===== src/hw/rtl/ptw_pkg.sv =====
// ----------------------------------------------------------------------------
// Sv39 page table walker package
// Shared sizes, status codes, state type and the structs that pass between
// the walk sequencer, the entry store and the top level.
// ----------------------------------------------------------------------------
package ptw_pkg;

   // Store geometry: TABLE_PAGES pages of 512 entry words each.
   localparam int TABLE_PAGES      = 64;
   localparam int ENTRIES_PER_PAGE = 512;
   localparam int IDX_W            = 9;
   localparam int PAGE_W           = (TABLE_PAGES > 1) ? $clog2(TABLE_PAGES) : 1;
   localparam int ADDR_W           = PAGE_W + IDX_W;
   localparam int STORE_WORDS      = TABLE_PAGES * ENTRIES_PER_PAGE;

   // Field widths fixed by the interface.
   localparam int ROOT_W   = 6;
   localparam int VA_W     = 64;
   localparam int WIDX_W   = 15;
   localparam int PTE_W    = 64;
   localparam int PA_W     = 56;
   localparam int STATUS_W = 3;
   localparam int PN_W     = PTE_W - 10;

   // Entry bits.
   localparam int PTE_VALID_BIT = 0;
   localparam int PTE_USER_BIT  = 4;

   // Result status codes.
   localparam logic [STATUS_W-1:0] ST_OK       = 3'd0;
   localparam logic [STATUS_W-1:0] ST_HIGH     = 3'd1;
   localparam logic [STATUS_W-1:0] ST_INVALID  = 3'd2;
   localparam logic [STATUS_W-1:0] ST_NOT_USER = 3'd3;
   localparam logic [STATUS_W-1:0] ST_OUTSIDE  = 3'd4;
   localparam logic [STATUS_W-1:0] ST_WRITE    = 3'd5;

   // Input function codes.
   localparam logic FUNC_WRITE     = 1'b0;
   localparam logic FUNC_TRANSLATE = 1'b1;

   // Walk sequencer states: idle, then one state per table level.
   typedef enum logic [1:0] {
      WALK_IDLE,
      WALK_L2,
      WALK_L1,
      WALK_L0
   } walk_state_type;

   // Access request from the sequencer to the entry store.
   typedef struct packed {
      logic              wr_en;
      logic              rd_en;
      logic [ADDR_W-1:0] addr;
      logic [PTE_W-1:0]  wr_data;
   } store_req_type;

   // Finished result handed to the output register.
   typedef struct packed {
      logic                valid;
      logic [PA_W-1:0]     phys;
      logic [STATUS_W-1:0] status;
   } walk_result_type;

endpackage


===== src/hw/rtl/ptw_walk.sv =====
// ----------------------------------------------------------------------------
// Walk sequencer
// Accepts one word at a time, writes entries into the store and walks the
// three table levels with one store read per level.
// ----------------------------------------------------------------------------
module ptw_walk (
   input  logic                        clock,
   input  logic                        reset,
   input  logic                        req_valid,
   output logic                        req_ready,
   input  logic                        req_func,
   input  logic [ptw_pkg::VA_W-1:0]    req_virt_addr,
   input  logic [ptw_pkg::WIDX_W-1:0]  req_word_index,
   input  logic [ptw_pkg::PTE_W-1:0]   req_word_data,
   input  logic [ptw_pkg::ROOT_W-1:0]  root_page,
   input  logic                        out_free,
   output ptw_pkg::store_req_type      store_req,
   input  logic [ptw_pkg::PTE_W-1:0]   store_rd_data,
   output ptw_pkg::walk_result_type    result
);
   import ptw_pkg::*;

   walk_state_type   state_ff, state_in;
   logic [IDX_W-1:0] idx_l1_ff, idx_l0_ff;
   logic             accept_walk;

   logic             pte_valid;
   logic             pte_user;
   logic [PN_W-1:0]  pte_pn;
   logic             pte_outside;
   logic [IDX_W-1:0] next_idx;

   // Fields of the entry word that the store returned.
   assign pte_valid   = store_rd_data[PTE_VALID_BIT];
   assign pte_user    = store_rd_data[PTE_USER_BIT];
   assign pte_pn      = store_rd_data[PTE_W-1:10];
   assign pte_outside = pte_pn >= PN_W'(TABLE_PAGES);
   assign next_idx    = (state_ff == WALK_L2) ? idx_l1_ff : idx_l0_ff;

   // State register.
   always_ff @(posedge clock) begin
      if (reset) begin
         state_ff <= WALK_IDLE;
      end else begin
         state_ff <= state_in;
      end
   end

   // Lower level indexes are kept for the later reads of the walk.
   always_ff @(posedge clock) begin
      if (accept_walk) begin
         idx_l1_ff <= req_virt_addr[29:21];
         idx_l0_ff <= req_virt_addr[20:12];
      end
   end

   // Next state, store access and result.
   always_comb begin
      state_in          = state_ff;
      req_ready         = 1'b0;
      accept_walk       = 1'b0;
      store_req.wr_en   = 1'b0;
      store_req.rd_en   = 1'b0;
      store_req.addr    = ADDR_W'(req_word_index);
      store_req.wr_data = req_word_data;
      result.valid      = 1'b0;
      result.phys       = '0;
      result.status     = ST_OK;
      case (state_ff)
         WALK_IDLE: begin
            req_ready = out_free;
            if (req_valid && out_free) begin
               if (req_func == FUNC_WRITE) begin
                  // Out of range writes are dropped but still answered.
                  store_req.wr_en = 32'(req_word_index) < STORE_WORDS;
                  result.valid    = 1'b1;
                  result.status   = ST_WRITE;
               end else if (req_virt_addr[VA_W-1:38] != '0) begin
                  result.valid  = 1'b1;
                  result.status = ST_HIGH;
               end else if (32'(root_page) >= TABLE_PAGES) begin
                  result.valid  = 1'b1;
                  result.status = ST_OUTSIDE;
               end else begin
                  accept_walk     = 1'b1;
                  store_req.rd_en = 1'b1;
                  store_req.addr  = {PAGE_W'(root_page), req_virt_addr[38:30]};
                  state_in        = WALK_L2;
               end
            end
         end
         WALK_L2, WALK_L1: begin
            // A terminating entry waits here for the output register.
            if (!pte_valid || pte_outside) begin
               if (out_free) begin
                  result.valid  = 1'b1;
                  result.status = pte_valid ? ST_OUTSIDE : ST_INVALID;
                  state_in      = WALK_IDLE;
               end
            end else begin
               store_req.rd_en = 1'b1;
               store_req.addr  = {pte_pn[PAGE_W-1:0], next_idx};
               state_in        = (state_ff == WALK_L2) ? WALK_L1 : WALK_L0;
            end
         end
         WALK_L0: begin
            if (out_free) begin
               result.valid = 1'b1;
               state_in     = WALK_IDLE;
               if (!pte_valid) begin
                  result.status = ST_INVALID;
               end else if (!pte_user) begin
                  result.status = ST_NOT_USER;
               end else begin
                  result.status = ST_OK;
                  result.phys   = {store_rd_data[PA_W-3:10], 12'b0};
               end
            end
         end
         default: begin
            state_in = WALK_IDLE;
         end
      endcase
   end

endmodule


===== config.mk =====
export PLATFORM = sky130hd
export DESIGN_NAME = ptw_walk
export DESIGN_NICKNAME = d
export VERILOG_FILES = /design/src/hw/rtl/ptw_pkg.sv /design/src/hw/rtl/ptw_walk.sv
export SDC_FILE = /design/constraint.sdc
export NUM_CORES = 1
export LEC_CHECK = 0
export BUFFER_PORTS_ARGS = -buffer_cell sky130_fd_sc_hd__buf_2
export CAP_MARGIN = 20
export CORE_AREA = 2 2 138 140
export CTS_CLUSTER_DIAMETER = 100
export DETAILED_ROUTE_END_ITERATION = 10
export DIE_AREA = 0 0 140 142
export SLEW_MARGIN = 20
export SYNTH_ARGS = -nofsm -noshare
export SYNTH_HDL_FRONTEND = slang
export SYNTH_SLANG_ARGS = --single-unit

===== constraint.sdc =====
create_clock -name clock -period 3.8 [get_ports clock]
set_clock_uncertainty 0.1 [all_clocks]
set_input_delay 0.38 -clock clock [delete_from_list [all_inputs] [get_ports clock]]
set_output_delay 0.38 -clock clock [all_outputs]
set_load 0.005 [all_outputs]

==> flow_metrics.tcl, run 1 <==
set metrics [dict create \
    synth_area_per_cell_sq_um 8.240 \
    routabilityCongestion 0.7381 \
    setup_ws_ps 771.4 \
    dp_hpwl_microns 10150 \
    slew_headroom 0.4849 \
    fillers 2097 \
    route.detailed.drc 25 \
    r2r_start "state_ff[0]" \
    io_pins 360 \
    end_kind "primary output" \
    worstHoldStart "req_virt_addr[20]" \
    num_vias 2509 \
    stdcell_area_sq_um 3219 \
    clock-root-buffer "clkbuf_16" \
    mostFrequentLayoutCells "buf_2 (199), and2_1 (44), nand2_1 (18), edfxtp_1 (18), nor4_1 (15)" \
    io_buffers 199 \
    slew_viol_final 0 \
    antenna_left 0 \
    crit_path_max_fanout 12 \
    wl_microns 11370 \
    dr_wl_met2_microns 5703 \
    yosys.cell_types.count 40 \
    viasPerCell 3.860 \
    critPathArrivalTime_ps 2550 \
    min_period_over_period 0.7970 \
    startpoint "req_virt_addr[49]" \
    layout.nets 638 \
    hp-class "input port to register" \
    initial_core_util 0.1281 \
    rsz0062_at_grt "false" \
    hold_ws_ps 196.3 \
    grt_pass1_vias 2290 \
    cts_buffer_depth 2 \
    yosysWarnings 0 \
    rrSetupSlack_ps 1200 \
    dp.cells 646 \
    wl_met1_microns 3915 \
    final_util 0.1744 \
    placed_area_sq_um 3114 \
    place_ws_ps 725.8 \
    vdd_ir_drop_max_mv 0.1552 \
    dr.pass1.iters 11 \
    leakagePower_nw 1.523 \
    cp-start-kind "input port" \
    overflow 0 \
    fin_setup_tns_ps 0 \
    finalCriticalPeriod_ps 3029 \
    core_sq_um 18460 \
    status "complete, but fails checks" \
    grt_first_pass_wirelength_microns 15280 \
    seq_area_frac_synth 0.2455 \
    powerDensity_nw_per_um2 228.4 \
    hold_viol_final 0 \
    cts.sinks 20 \
    layout_commonest_cell "buf_2" \
    clk_pin_slew_ps 60 \
    critPathKind "input port to primary output" \
    die_h_microns 142 \
    grt_max_degree 44 \
    drtIter0Drc 101 \
    synthCells 287 \
    area_delta_synth_final_pct 36.14 \
    required_ps 3320 \
    cts_resized 0 \
    grt_usage 0.1051 \
    wl_met3_microns 1538 \
    ys_ff_latch 20 \
    worstMarginPinSlew_ps 772.6 \
    antenna_found_initial 0 \
    syn-cell-area_sq_um 2365 \
    dieArea_sq_um 19880 \
    n_antenna_cell 0 \
    worst_skew_pair.late_latency_ps 250 \
    total_power_uw 735.2 \
    die_x_microns 140 \
    setup_viol 0 \
    cts_tree "yes" \
    violations "design-rule violations" \
    finalNonFillerCells 650 \
    drive_above_1_share 0.5168 \
    cts.htree.levels 1 \
    wire_per_inst_microns 17.49 \
    routed.top_layer "met5" \
    drv_cap 0 \
    hold_buffers 0 \
    postCtsSetupBuffers 0 \
    fmax_mhz 330.2 \
    cts_buffers 3 \
    num_rows 50 \
]
[flip-flops by register name, indices dropped and copies added (netlist names)]
name       flops
idx_l1_ff      9
state_ff       2
idx_l0_ff      9
[cell families (layout without fill, tap and decap cells)]
family	after synthesis	in the layout	share of synthesized area
AND/OR/NAND/NOR	116	116	0.2942
buffers and inverters	101	219	0.2841
AO/OA/AOI/OAI	37	37	0.1206
flip-flops	20	20	0.2455
multiplexers	9	9	0.03810
adder cells (fa/ha/maj)	3	3	0.01587
other	1	12	0.001586
[Yosys cell counts]
cell type | number | area share
nor4b_1 | 3 | 0.011
o31ai_1 | 9 | 0.029
o31a_1 | 1 | 0.0037
a41oi_2 | 1 | 0.0069
o21ai_0 | 2 | 0.0042
a32o_1 | 1 | 0.0042
buf_4 | 77 | 0.24
a41o_1 | 1 | 0.0042
buf_2 | 3 | 0.0063
o211ai_1 | 14 | 0.044
dfxtp_1 | 2 | 0.017
nor3_1 | 6 | 0.013
conb_1 | 1 | 0.0016
edfxtp_1 | 18 | 0.23
o22ai_1 | 2 | 0.0053
or3_1 | 1 | 0.0026
nor4_2 | 1 | 0.0053
o21a_1 | 1 | 0.0032
nand3b_1 | 1 | 0.0032
nand4_1 | 7 | 0.019
clkinv_1 | 1 | 0.0016
nand3_1 | 3 | 0.0063
clkbuf_1 | 9 | 0.014
ha_1 | 3 | 0.016
nand3_4 | 1 | 0.0074
nand2_1 | 18 | 0.029
nor2_1 | 6 | 0.0095
inv_1 | 11 | 0.017
a21oi_1 | 3 | 0.0063
or4_1 | 1 | 0.0032
and4_1 | 4 | 0.015
a211oi_2 | 1 | 0.0053
and3_1 | 2 | 0.0053
and2_1 | 44 | 0.12
o311a_1 | 1 | 0.0042
nor4_1 | 15 | 0.040
or2_2 | 1 | 0.0026
mux2i_1 | 9 | 0.038
nor2b_1 | 1 | 0.0026
nor3_2 | 1 | 0.0042
[area by class of cell]
| class | instances | area, sq um | area share |
|---|---|---|---|
| multi-input cells | 177 | 1170 | 0.3634 |
| repair buffers | 203 | 1026 | 0.3187 |
| clock inverters | 1 | 30.03 | 0.009328 |
| clock buffers | 3 | 75.07 | 0.02332 |
| flip-flops and latches | 20 | 580.6 | 0.1803 |
| well taps | 234 | 292.8 | 0.09094 |
| inverters | 12 | 45.04 | 0.01399 |
[power by group]
part | switching [mW] | leakage [nW] | total, mW | internal [mW]
Combinational | 0.102 | 1.29 | 0.200 | 0.0981
Sequential | 0.00144 | 0.178 | 0.242 | 0.241
Clock | 0.0843 | 0.0511 | 0.293 | 0.209
[metal layers]
metal | track usage | up-vias
li1 | - | 1189
met1 | 0.1094 | 1113
met2 | 0.1913 | 196
met3 | 0.05182 | 9
met4 | 0.02073 | 2
met5 | 0.01253 | -
[path summary, 6_finish.rpt]
path,to,depth (start not counted)
max,store_req[78],7
min,idx_l0_ff[8],1
max reg2reg,state_ff[0],5
min reg2reg,state_ff[1],2
[critical path: stages]
cell      delay, ps
buf_2           100
nor4_1          270
nand4_1         290
o31a_1          570
nor3_2          630
o211ai_1        150
buf_2           150
(Power assumes the default switching activity.)
==> run 2, diff against run 1 <==
--- a/config.mk
+++ b/config.mk
@@ -7,10 +7,10 @@
 export LEC_CHECK = 0
 export BUFFER_PORTS_ARGS = -buffer_cell sky130_fd_sc_hd__buf_2
 export CAP_MARGIN = 20
-export CORE_AREA = 2 2 138 140
+export CORE_AREA = 2 2 141 143
 export CTS_CLUSTER_DIAMETER = 100
 export DETAILED_ROUTE_END_ITERATION = 10
-export DIE_AREA = 0 0 140 142
+export DIE_AREA = 0 0 143 145
 export SLEW_MARGIN = 20
 export SYNTH_ARGS = -nofsm -noshare
 export SYNTH_HDL_FRONTEND = slang
==> constraint.sdc (replaced) <==
create_clock -name clock -period 2.6 [get_ports clock]
set_clock_uncertainty 0.1 [all_clocks]
set_input_delay 0.26 -clock clock [delete_from_list [all_inputs] [get_ports clock]]
set_output_delay 0.26 -clock clock [all_outputs]
set_load 0.005 [all_outputs]
==> run 2 against run 1 <==
Critical path depth increased by 2. Sequential cell count unchanged. Register-to-register slack worse by 650 ps. Die area is 4.3% higher. Hold slack worse by 120 ps. Sequential share of layout area is 0.80 points lower. Via count grew 1.2%. The flow now finishes without violations. Critical endpoint is now store_req[76]. Setup slack got worse by 650 ps.
==> flow_metrics.tcl, run 2 (synthesized netlist as in run 1, its figures left out) <==
set metrics [dict create \
    status "finished clean" \
    min_period_over_period 0.9520 \
    wl_microns 11660 \
    setup_ws_ps 124.8 \
    dp.cells 689 \
    grt_max_degree 44 \
    critPathKind "input port to primary output" \
    leakagePower_nw 1.587 \
    cts_buffers 3 \
    dr.pass1.iters 4 \
    die_h_microns 145 \
    hold_ws_ps 79.95 \
    reg.largest.list "idx_l0_ff (9), idx_l1_ff (9), state_ff (2)" \
    startpoint "store_rd_data[33]" \
    layout_commonest_cell "buf_2" \
    rsz0062_at_grt "false" \
    final_util 0.1754 \
    mostFrequentLayoutCells "buf_2 (199), and2_1 (44), nand2_1 (18), edfxtp_1 (18), buf_4 (16)" \
    worst_skew_pair.late_latency_ps 250 \
    grt_first_pass_wirelength_microns 16060 \
    antenna_found_initial 1 \
    area_delta_synth_final_pct 42.49 \
    crit_path_max_fanout 4 \
    overflow 0 \
    io_pins 360 \
    critPathArrivalTime_ps 2120 \
    fmax_mhz 404.0 \
    rrSetupSlack_ps 550 \
    grt_usage 0.1058 \
    vdd_ir_drop_max_mv 0.2287 \
    initial_core_util 0.1231 \
    r2r_end "state_ff[0]" \
    slew_headroom 0.5458 \
    cts.sinks 20 \
    viasPerCell 3.660 \
    num_vias 2540 \
    clock-root-buffer "clkbuf_16" \
    cp-start-kind "input port" \
    drv_cap 0 \
    route.detailed.drc 0 \
    num_rows 51 \
    cts.htree.levels 1 \
    layout.nets 651 \
    n_antenna_cell 0 \
    slew_viol_final 0 \
    end_kind "primary output" \
    drive_above_1_share 0.5431 \
    required_ps 2240 \
    whs_path_depth 1 \
    hold_path_end "idx_l1_ff[0]" \
    total_power_uw 997.2 \
    hp-class "input port to register" \
    io_buffers 199 \
    drtIter0Drc 68 \
    dieArea_sq_um 20740 \
    grt_pass1_vias 2535 \
    reg2reg_depth 5 \
    finalNonFillerCells 694 \
    fillers 2160 \
    die_x_microns 143 \
    antenna_left 0 \
    place_ws_ps 6.260 \
    hold_viol_final 0 \
    wire_per_inst_microns 16.80 \
    clk_pin_slew_ps 60 \
    r2r_start "state_ff[0]" \
    stdcell_area_sq_um 3369 \
    dp_hpwl_microns 10360 \
    worstHoldStart "req_virt_addr[21]" \
    cts_tree "yes" \
    finalCriticalPeriod_ps 2475 \
    placed_area_sq_um 3247 \
    powerDensity_nw_per_um2 295.9 \
    core_sq_um 19210 \
    worstMarginPinSlew_ps 681.3 \
    fin_setup_tns_ps 0 \
    cts_buffer_depth 2 \
    routabilityCongestion 0.7727 \
    setup_viol 0 \
]
-- run 2: timing repair --
action | CTS | global route
setup buffers | 1 | 0
gates resized for setup | 1 | 6
pin swaps | 2 | 2
endpoints found under the setup margin | 1 | 14
endpoints found under the hold margin | 0 | 0
hold buffers | 0 | 0
-- run 2: final cells by class --
type                    count  area, sq um  area share
multi-input cells         177         1197      0.3554
repair buffers            216         1136      0.3372
flip-flops and latches     20        580.6      0.1723
well taps                 265        331.6     0.09840
clock buffers               3        75.07     0.02228
inverters                  12        45.04     0.01337
clock inverters             1        3.754    0.001114
-- run 2: worst max-delay path by stage --
stage	to	slack (ps)
3_3_place_gp	store_req[67]	40
6_report	store_req[76]	120
4_1_cts	store_req[76]	1
2_1_floorplan	store_req[79]	410
5_1_grt	store_req[75]	9
3_5_place_dp	store_req[67]	6
-- run 2: power by group --
group | switching, mW | internal [mW]
combinational | 0.159 | 0.165
sequential | 0.00204 | 0.352
clock | 0.115 | 0.205
-- run 2: metal layers --
metal | GRT usage | routed length (microns) | vias to the layer above
li1 | - | - | 1211
met3 | 0.05281 | 1656 | 18
met2 | 0.2048 | 6116 | 197
met4 | 0.02871 | 250 | 2
met5 | 0 | 13 | -
met1 | 0.09469 | 3621 | 1112
-- run 2: worst max-delay path, cell delays in order --
cell      delay, ps
buf_2           100
or4_4           570
a211oi_4        220
a41oi_2         220
buf_4           190
nor3_2          130
buf_4           200
o211ai_1         90
buf_2           130
